===== src/hw/rtl/htac_pkg.sv =====
// Package of the HSL tinted alpha composite block: widths, constants, register indexes.
// Depends on nothing; used by the top level and its divider.
package htac_pkg;
   localparam int FRAC_BITS_DEFAULT = 16;
   localparam logic [15:0] TINT_HUE_RESET = 16'd5243;
   localparam int CSR_IDX_W = 1;
   typedef enum logic [CSR_IDX_W-1:0] {
      CSR_TINT_HUE = 1'b0,
      CSR_HAS_ALPHA = 1'b1
   } csr_idx_type;
endpackage


===== src/hw/rtl/htac_div.sv =====
// Pipelined restoring divider: quotient of NUM_W-bit dividend by DEN_W-bit divisor.
// Depends on htac_pkg. One quotient bit per stage, one item per cycle, stalls with en.
module htac_div
   import htac_pkg::*;
#(
   parameter int NUM_W = 24,
   parameter int DEN_W = 9,
   parameter int SIDE_W = 8
) (
   input  logic              clock,
   input  logic              en,
   input  logic [NUM_W-1:0]  num,
   input  logic [DEN_W-1:0]  den,
   input  logic [SIDE_W-1:0] side_in,
   output logic [NUM_W-1:0]  quo,
   output logic [SIDE_W-1:0] side_out
);
   logic [NUM_W-1:0]  q_ff [NUM_W+1];
   logic [DEN_W:0]    r_ff [NUM_W+1];
   logic [DEN_W-1:0]  d_ff [NUM_W+1];
   logic [SIDE_W-1:0] s_ff [NUM_W+1];

   always_ff @(posedge clock) begin
      if (en) begin
         q_ff[0] <= num;
         r_ff[0] <= '0;
         d_ff[0] <= den;
         s_ff[0] <= side_in;
      end
   end

   for (genvar k = 0; k < NUM_W; k++) begin : g_stage
      logic [DEN_W+1:0] trial_in;
      assign trial_in = {r_ff[k], q_ff[k][NUM_W-1]};
      always_ff @(posedge clock) begin
         if (en) begin
            if (trial_in >= {2'b0, d_ff[k]}) begin
               r_ff[k+1] <= (DEN_W+1)'(trial_in - {2'b0, d_ff[k]});
               q_ff[k+1] <= {q_ff[k][NUM_W-2:0], 1'b1};
            end else begin
               r_ff[k+1] <= trial_in[DEN_W:0];
               q_ff[k+1] <= {q_ff[k][NUM_W-2:0], 1'b0};
            end
            d_ff[k+1] <= d_ff[k];
            s_ff[k+1] <= s_ff[k];
         end
      end
   end

   assign quo = q_ff[NUM_W];
   assign side_out = s_ff[NUM_W];
endmodule


===== config.mk =====
export PLATFORM = sky130hd
export DESIGN_NAME = htac_div
export DESIGN_NICKNAME = d
export VERILOG_FILES = /design/src/hw/rtl/htac_pkg.sv /design/src/hw/rtl/htac_div.sv
export SDC_FILE = /design/constraint.sdc
export NUM_CORES = 1
export LEC_CHECK = 0
export BUFFER_PORTS_ARGS = -buffer_cell sky130_fd_sc_hd__buf_2
export CELL_PAD_IN_SITES_DETAIL_PLACEMENT = 1
export CELL_PAD_IN_SITES_GLOBAL_PLACEMENT = 2
export CORE_ASPECT_RATIO = 1.5
export CORE_MARGIN = 10
export CORE_UTILIZATION = 35
export CTS_BUF_LIST = sky130_fd_sc_hd__clkbuf_4
export CTS_CLUSTER_DIAMETER = 100
export DETAILED_ROUTE_END_ITERATION = 16
export GPL_TIMING_DRIVEN = 0
export PLACE_DENSITY = 0.66
export SETUP_SLACK_MARGIN = 0.4
export SLEW_MARGIN = 5
export SYNTH_ARGS = -nofsm -noshare
export SYNTH_HDL_FRONTEND = slang
export SYNTH_SLANG_ARGS = --single-unit

===== constraint.sdc =====
create_clock -name clock -period 6.6 [get_ports clock]
set_input_delay 0.66 -clock clock [delete_from_list [all_inputs] [get_ports clock]]
set_output_delay 0.66 -clock clock [all_outputs]
set_load 0.03 [all_outputs]

==> metrics.log, run 1 <==
INFO  metric status = finished, final reports clean
INFO  metric grt_remaining_overflow = 0
INFO  metric die_w = 330 um
INFO  metric cts_tree = built
INFO  metric yosys.area_share.xor_xnor = 0.0240
INFO  metric postRouteWirelength = roughly 100,000 um
INFO  metric dp_slack = 1910 ps
INFO  metric placeableCoreArea = approximately 140,000 sq um
INFO  metric synthFlopType = sky130_fd_sc_hd__edfxtp_1
INFO  metric postSynth.asyncResetShare = 0
INFO  metric static-leakage-power = 21.9 nW
INFO  metric layout_setup_ws = 2710 ps
INFO  metric slew_headroom = 0.183
INFO  metric share_of_the_core_filled_with_cells = 0.406
INFO  metric die_area = between 150,000 and 200,000 sq um
INFO  metric nFillCells = about 14,000
INFO  metric synth_compound_gate_area_share = 0.0616
INFO  metric number_of_buffers_on_the_longest_clock_path = 4
INFO  metric post_synth_and_or_nand_nor_area_fraction = 0.0399
INFO  metric edff_count_synth = roughly 1,200
INFO  metric vdd.ir_drop.worst = between 200 and 250 uV
INFO  metric wl_per_cell = 18.0 um
INFO  metric rsz0062_at_grt = no
INFO  metric post_synth_fa_ha_maj_area_fraction = 0.0607
INFO  metric drtIter0Drc = a little over 900
INFO  metric place.port_buffers = 74
INFO  metric via_per_instance_ratio = approximately 4.7
INFO  metric grt_use_total = 0.127
INFO  metric cp_data_required_time = about 7400 ps
INFO  metric min_period_over_period = 0.589
INFO  metric floorplan.initialDensity = 0.352
INFO  metric synth_top_family_by_area = compound AO/OA/AOI/OAI gates
INFO  metric critPathMaxFanout = 87
INFO  metric highest_routed_layer = met5
INFO  metric timing.hold.worst.start = side_in[2]
INFO  metric synth_area_leader_cell = sky130_fd_sc_hd__edfxtp_1
INFO  metric mappedNetlistArea = roughly 50,000 sq um
INFO  metric clkSinkCount = around 1,200
INFO  metric synth_cell_type_count = 64
INFO  metric timing.critical_path.to_type = flip-flop
INFO  metric synth_seq_cells = between 1,000 and 1,500
INFO  metric cp-start-kind = input pin
INFO  metric cap_viol_max_count = 0
INFO  metric synth.mux.area_fraction = 0.0439
INFO  metric fp.dieH = ~480 um
INFO  metric grt_start_max_net_pins = 116
INFO  metric critical-path-top-delay-family = buffers and inverters
INFO  metric cp_num_buf_inv = 7
INFO  metric grt_pass1_vias = 30,000
INFO  metric critical_path.reg2reg.startpoint = r_ff[1][11]$_DFFE_PP_
INFO  metric max_freq = 257 MHz
INFO  metric post-dp-hpwl = 72,100 um
INFO  metric postSynthNetCount = around 3,200
INFO  metric powerDensity = between 300 and 400 nW/um^2
INFO  metric vias = about 26,000
INFO  metric crit_arrival = approximately 4700 ps
INFO  metric holdCritPathClass = input pin to flip-flop
INFO  metric crit_type = input pin to flip-flop
INFO  metric hold_violations = 0
INFO  metric h_tree_depth_reported_by_cts = 5
INFO  metric hold_slack = 224 ps
INFO  metric antenna_violations_before_repair = 4
INFO  metric cts_root_cell = sky130_fd_sc_hd__clkbuf_4
INFO  metric share_of_layout_cells_above_drive_strength_1 = 0.211
INFO  metric ys_top_cells_by_area = sky130_fd_sc_hd__edfxtp_1, sky130_fd_sc_hd__ha_1, sky130_fd_sc_hd__mux2_2, sky130_fd_sc_hd__inv_1, sky130_fd_sc_hd__xnor2_1
INFO  metric tritoncts.num_buffers = around 320
INFO  metric row_count = 170
INFO  metric seq_area_frac_synth = 0.744
INFO  metric wirelength_met1 = around 26,000 um
INFO  metric final_max_slew_viol_count = 0
INFO  metric synth.yosys.warnings = 0
INFO  metric synth_largest_type_area_fraction = 0.743
INFO  metric synthCells = just under 3,000
INFO  metric final_antenna_net_count = 0
INFO  metric drc_errors = 0
INFO  metric path_cells = dlygate4sd3_1 > buf_8 > buf_16 > buf_2 > buf_2 > clkbuf_1 > clkbuf_2
INFO  metric setup_viol_count_final = 0
INFO  metric crit_path_top_delay_cell = sky130_fd_sc_hd__clkbuf_2
INFO  metric met2RoutedLength = ~65,000 um
INFO  metric worst_pin_slew = about 1200 ps
INFO  metric grt_pass1_wl = 155,000 um
INFO  metric syn_to_final_growth = 15.2%
INFO  metric cpPeakStageDelay = between 700 and 800 ps
INFO  metric crit_start = en
INFO  metric routed-wl-met3 = 4090 um
INFO  metric min_period = roughly 3900 ps
INFO  metric io_pins = 75
INFO  metric finClkSkew = 129 ps
INFO  metric clk_lat_worst_skew = 1280 ps
INFO  metric drtPass1Iterations = 6
INFO  metric crit_top_cell = sky130_fd_sc_hd__buf_2
INFO  metric clk_pin_slew = approximately 60 ps
INFO  metric synthesis.area_per_instance = 17.0 sq um
INFO  metric globalplace.congestion = 0.796
INFO  metric finish.net_count = between 3,000 and 4,000
## per-layer routing
layer / GRT usage / up-vias
met2: 0.281 / 604
met3: 0.0333 / 334
met1: 0.0837 / 12800
li1: - / 12400
met5: 0 / -
met4: 0.0774 / 2
## per-stage QoR
step | instances | TNS (ps) | cell area, sq um | power [mW]
3_5_place_dp | 4944 | 0 | 53500 | 15.5
4_1_cts | 5551 | 0 | 57900 | 21.8
5_1_grt | 5557 | 0 | 58000 | 22.7
3_3_place_gp | 4929 | -7080150 | 53000 | 15.4
2_1_floorplan | 2963 | 0 | 50300 | 14.0
6_report | 5559 | 0 | 58000 | 21.4
## final cells by class
cell class                 instances  area [sq um]  area share
clock inverter                    94           423     0.00730
clock buffer                     438          3290      0.0567
inverter                         275          1030      0.0178
tap                             1892          2370      0.0408
buffer                            55           314     0.00542
antenna                            8          20.0    0.000345
multi-input combinational       1387         11600       0.200
timing repair buffer             164          1540      0.0265
sequential                      1246         37400       0.645
## final timing paths
path | endpoint | slack [ps] | cells after the start
max | r_ff[8][16]$_DFFE_PP_ | 2710 | 7
min reg2reg | d_ff[2][68]$_DFFE_PP_ | 370 | 0
min | s_ff[0][2]$_DFFE_PP_ | 220 | 2
max reg2reg | r_ff[2][6]$_DFFE_PP_ | 3700 | 6
## power breakdown
| part | switching (mW) | total [mW] | leakage [nW] | internal (mW) |
|---|---|---|---|---|
| combinational | 2.64 | 4.83 | 7.53 | 2.19 |
| clock | 3.01 | 6.15 | 2.22 | 3.14 |
| sequential | 0.404 | 10.4 | 12.1 | 10.0 |
## worst register-to-register path, stage by stage (launching register included)
cell and delay [ps]:
sky130_fd_sc_hd__edfxtp_1 390, sky130_fd_sc_hd__ha_1 440, sky130_fd_sc_hd__a21oi_1 340, sky130_fd_sc_hd__a21oi_1 140, sky130_fd_sc_hd__a211o_1 380, sky130_fd_sc_hd__a21boi_4 430
sky130_fd_sc_hd__mux2_2 430
## synthesized netlist by cell type, types with 11 or more instances
library cell / instances
sky130_fd_sc_hd__inv_1: 274
sky130_fd_sc_hd__mux2_1: 19
sky130_fd_sc_hd__xnor2_1: 74
sky130_fd_sc_hd__a31oi_1: 32
sky130_fd_sc_hd__or3_1: 13
sky130_fd_sc_hd__buf_4: 11
sky130_fd_sc_hd__mux2_4: 28
sky130_fd_sc_hd__mux2i_1: 38
sky130_fd_sc_hd__a211oi_2: 11
sky130_fd_sc_hd__fa_1: 22
sky130_fd_sc_hd__nand4_1: 27
sky130_fd_sc_hd__a21o_1: 68
sky130_fd_sc_hd__o21ai_0: 38
sky130_fd_sc_hd__o211ai_1: 22
sky130_fd_sc_hd__clkbuf_1: 29
sky130_fd_sc_hd__edfxtp_1: 1245
sky130_fd_sc_hd__nand3_1: 53
sky130_fd_sc_hd__buf_2: 12
sky130_fd_sc_hd__a21boi_0: 11
sky130_fd_sc_hd__o21bai_1: 18
sky130_fd_sc_hd__and2_1: 34
sky130_fd_sc_hd__nand3b_1: 21
sky130_fd_sc_hd__nand2_1: 58
sky130_fd_sc_hd__nor2_1: 96
sky130_fd_sc_hd__o311a_1: 11
sky130_fd_sc_hd__nand2b_1: 16
sky130_fd_sc_hd__a21oi_1: 113
sky130_fd_sc_hd__or2_2: 20
sky130_fd_sc_hd__xor2_1: 64
sky130_fd_sc_hd__nor3_1: 18
sky130_fd_sc_hd__a211oi_1: 43
sky130_fd_sc_hd__o22ai_1: 18
sky130_fd_sc_hd__ha_1: 209
sky130_fd_sc_hd__mux2_2: 106
## flip-flops by register name (all words and copies together), names as in the netlist
register and cells:
s_ff 200, r_ff 230, q_ff 600, d_ff 216
## placed cells by master, fill, tap and decap left out, drive strengths merged, types with 64 or more instances in the layout
cell and n:
buf 115, mux2 153, a21o 68, a21oi 113, clkinv 88, dlygate4sd3 75, ha 209, clkbuf 467
xor2 64, edfxtp 1245, xnor2 74, inv 279, nor2 97
## logic make-up (layout without fill, tap and decap cells)
family                   after synthesis  in the layout
flip-flops                          1246           1246
AO/OA/AOI/OAI                        442            442
AND/OR/NAND/NOR                      385            385
buffers and inverters                330           1026
adder cells (fa/ha/maj)              231            231
multiplexers                         191            191
XOR/XNOR                             138            138
other                                  0              8
## timing repair
action                                 4_1_cts  5_1_grt
hold buffers                                75        0
gates resized for setup                      0        0
endpoints found under the hold margin      126        0
setup endpoints to repair                    0        0
buffers inserted                             0        0
(Power assumes the default switching activity.)
==> run 2, diff against run 1 <==
- PLACE_DENSITY: 0.66 -> 0.68
- clock period: 6.6 -> 3.24 ns (I/O delays scaled with it)
==> run 2 against run 1 <==
- sequential share of layout area shrank 0.37 points
- critical path type is now flip-flop to flip-flop
- count of clock-buffer cells in the layout up 33
- largest cell class unchanged
- clock power increased by 110%
==> metrics.log, run 2 (synthesized netlist as in run 1, its figures left out) <==
INFO  metric status = finished, final reports clean (unchanged)
INFO  metric clk_lat_worst_skew = 1270 ps (was 1280 ps)
INFO  metric drc_errors = 0 (unchanged)
INFO  metric netSwitchingPower = 12.4 mW (was 6.06 mW)
INFO  metric clkSinkCount = 1,246 (unchanged)
INFO  metric globalplace.congestion = 0.802 (was 0.796)
INFO  metric tritoncts.num_buffers = 328 (was 321)
INFO  metric die_area = 160,000 sq um (unchanged)
INFO  metric p_seq_frac = 0.479 (was 0.487)
INFO  metric rsz0062_at_grt = no (unchanged)
INFO  metric setup_viol_count_final = 0 (unchanged)
INFO  metric vias = 26,100 (about the same)
INFO  metric finish.net_count = 3,745 (was 3,724)
INFO  metric worst_pin_slew = 1180 ps (was 1230 ps)
INFO  metric number_of_buffers_on_the_longest_clock_path = 4 (unchanged)
INFO  metric row_count = 170 (unchanged)
INFO  metric biggestRegsByFlops = q_ff (600), r_ff (230), d_ff (216) (unchanged)
INFO  metric drtPass1Iterations = 5 (was 6)
INFO  metric pwr-share-clk = 0.298 (was 0.287)
INFO  metric die_w = 330 um (unchanged)
INFO  metric place.port_buffers = 74 (unchanged)
INFO  metric syn_to_final_growth = 15.9% (was 15.2%)
INFO  metric grt_util_met3 = 0.0333 (about the same)
INFO  metric grt_remaining_overflow = 0 (unchanged)
INFO  metric globalRoute.busiestLayer = met2 (unchanged)
INFO  metric critical_path.reg2reg.startpoint = d_ff[1][63]$_DFFE_PP_ (was r_ff[1][11]$_DFFE_PP_)
INFO  metric capture_point_of_the_worst_reg_to_reg_path = r_ff[8][8]$_DFFE_PP_ (was r_ff[2][6]$_DFFE_PP_)
INFO  metric holdCritPathClass = input pin to flip-flop (unchanged)
INFO  metric vdd.ir_drop.worst = 568 uV (was 205 uV)
INFO  metric grt_pass1_wl = 152,000 um (was 155,000 um)
INFO  metric layout_setup_ws = 465 ps (was 2710 ps)
INFO  metric final_antenna_net_count = 0 (unchanged)
INFO  metric flip_flop_count_of_the_largest_register_after_layout = 600 (unchanged)
INFO  metric floorplan.initialDensity = 0.352 (unchanged)
INFO  metric regToRegSetupSlack = 470 ps (was 3700 ps)
INFO  metric placeableCoreArea = 143,000 sq um (unchanged)
INFO  metric postPlaceCellArea = 53,200 sq um (was 53,500 sq um)
INFO  metric top_register = q_ff (unchanged)
INFO  metric drtIter0Drc = 843 (was 930)
INFO  metric dp_slack = -643 ps (was 1910 ps)
INFO  metric powerDensity = 759 nW/um^2 (was 369 nW/um^2)
INFO  metric worst_hold_path_cells = 3 (was 2)
INFO  metric timing.critical_path.to_type = flip-flop (unchanged)
INFO  metric min_period_over_period = 0.856
INFO  metric static-leakage-power = 22.1 nW (was 21.9 nW)
INFO  metric grt_pass1_vias = 29,600 (was 30,000)
INFO  metric grt_start_max_net_pins = 106 (was 116)
INFO  metric crit_arrival = 3710 ps (was 4670 ps)
INFO  metric finClkSkew = 145 ps (was 129 ps)
INFO  metric fin_total_pwr = 44.3 mW (was 21.4 mW)
INFO  metric cpPeakStageDelay = 510 ps (was 780 ps)
INFO  metric top_library_cells_by_usage_in_the_layout_fill_and_taps_aside = sky130_fd_sc_hd__edfxtp_1, sky130_fd_sc_hd__clkbuf_4, sky130_fd_sc_hd__inv_1 (unchanged)
INFO  metric critPathMaxFanout = 2 (was 87)
INFO  metric ff2ff_path_depth = 7 (was 6)
INFO  metric final_design_area_no_fill = 58,300 sq um (was 58,000 sq um)
INFO  metric cp_data_required_time = 4180 ps (was 7380 ps)
INFO  metric slew_headroom = 0.211 (was 0.183)
INFO  metric antenna_violations_before_repair = 4 (unchanged)
INFO  metric most_common_cell_after_layout_fill_and_taps_aside = sky130_fd_sc_hd__edfxtp_1 (unchanged)
INFO  metric final_max_slew_viol_count = 0 (unchanged)
INFO  metric hold_violations = 0 (unchanged)
INFO  metric via_per_instance_ratio = 4.66 (was 4.70)
INFO  metric grt_use_total = 0.125 (was 0.127)
INFO  metric finalSetupTns = 0 ps (unchanged)
INFO  metric clk_pin_slew = 70 ps (was 60 ps)
INFO  metric post-dp-hpwl = 70,600 um (was 72,100 um)
INFO  metric cts_tree = built (unchanged)
INFO  metric grtUsageMet2 = 0.276 (was 0.281)
INFO  metric h_tree_depth_reported_by_cts = 5 (unchanged)
INFO  metric crit_path_top_delay_cell = sky130_fd_sc_hd__a211oi_1 (was sky130_fd_sc_hd__clkbuf_2)
INFO  metric groute.layer.met1.usage = 0.0821 (was 0.0837)
INFO  metric cap_viol_max_count = 0 (unchanged)
INFO  metric share_of_layout_cells_above_drive_strength_1 = 0.222 (was 0.211)
INFO  metric power_share_of_the_combinational_group = 0.223 (was 0.226)
INFO  metric internal-power = 31.9 mW (was 15.3 mW)
INFO  metric max_freq = around 360 MHz
INFO  metric crit_type = flip-flop to flip-flop (was input pin to flip-flop)
INFO  metric timing.hold.worst.start = en (was side_in[2])
INFO  metric io_pins = 75 (unchanged)
INFO  metric path_cells = ha_1 > fa_1 > nand2b_1 > a211oi_1 > mux2i_1 > o311ai_0 > mux2_2 (was dlygate4sd3_1 > buf_8 > buf_16 > buf_2 > buf_2 > clkbuf_1 > clkbuf_2)
INFO  metric holdPathEnd = d_ff[1][42]$_DFFE_PP_ (was s_ff[0][2]$_DFFE_PP_)
INFO  metric cp-start-kind = flip-flop (was input pin)
INFO  metric power.share.switching = 0.280 (was 0.283)
INFO  metric wl_per_cell = 17.7 um (was 18.0 um)
INFO  metric postRouteWirelength = 98,800 um (was 100,000 um)
INFO  metric cts_root_cell = sky130_fd_sc_hd__clkbuf_4 (unchanged)
INFO  metric fp.dieH = 484 um (unchanged)
INFO  metric min_period = around 2800 ps
## run 2: cell count changes in the layout (fill, tap and decap cells not counted), moves of 3 or more
cell,previous run,this run
sky130_fd_sc_hd__a21oi_1,113,110
sky130_fd_sc_hd__a21oi_2,0,3
sky130_fd_sc_hd__buf_12,1,5
sky130_fd_sc_hd__buf_16,14,6
sky130_fd_sc_hd__buf_4,11,21
sky130_fd_sc_hd__clkbuf_4,438,473
sky130_fd_sc_hd__clkinv_1,77,68
sky130_fd_sc_hd__diode_2,8,4
sky130_fd_sc_hd__dlygate4sd3_1,75,83
## run 2: cell type report
cell class                 instances  area [sq um]
fill                           14500         84600
sequential                      1246         37400
multi-input combinational       1387         11600
clock buffer                     471          3540
tap                             1892          2370
timing repair buffer             178          1550
inverter                         275          1030
clock inverter                    90           458
buffer                            55           319
antenna                            4          10.0
## run 2: metal layers
layer / vias to the layer above / part of all wire / wire, um
met5: - / 0 / 0
met4: 0 / 0.051 / 5020
met3: 324 / 0.043 / 4210
met2: 582 / 0.64 / 63400
met1: 12700 / 0.27 / 26200
li1: 12500 / - / -
## run 2: power groups by stage
stage	Combinational, mW	Clock (mW)	Sequential, mW
final	9.85	13.2	21.2
after global routing	10.9	14.7	21.4
after CTS	10.0	13.9	21.2
after detailed placement	9.83	0	21.6
after global placement	9.66	0	21.6
after floorplan	7.19	0	21.3
## run 2: stage by stage
step / utilization / cells / hold WS [ps]
4_1_cts: 0.407 / 5590 / 97.1
3_3_place_gp: 0.371 / 4929 / 401
2_1_floorplan: - / 2963 / 400
3_5_place_dp: 0.372 / 4935 / 405
5_1_grt: 0.408 / 5598 / 179
6_report: 0.408 / 5598 / 320
## run 2: worst max path at each step
stage	from	to	slack, ps	depth (start not counted)
global route	q_ff[5][47]$_DFFE_PP_	r_ff[11][8]$_DFFE_PP_	400	9
global placement	en	r_ff[11][6]$_DFFE_PP_	-9060	5
detailed placement	en	r_ff[5][9]$_DFFE_PP_	-640	5
CTS	r_ff[2][2]$_DFFE_PP_	r_ff[2][15]$_DFFE_PP_	420	6
floorplan	en	q_ff[0][48]$_DFFE_PP_	930	4
finish	d_ff[1][63]$_DFFE_PP_	r_ff[8][8]$_DFFE_PP_	470	7
## run 2: what timing repair did
action,CTS,global route
pin swaps,5,3
endpoints found under the setup margin,25,11
buffers inserted,10,4
hold endpoints to repair,280,0
resized for setup,3,6
hold buffers,84,0
## run 2: critical path, delay by kind of cell (launching register included)
family          cells  cell delay [ps]
compound gates      2              700
mux                 2              550
flops               1              400
simple gates        1              220
fa+ha+maj           2              640
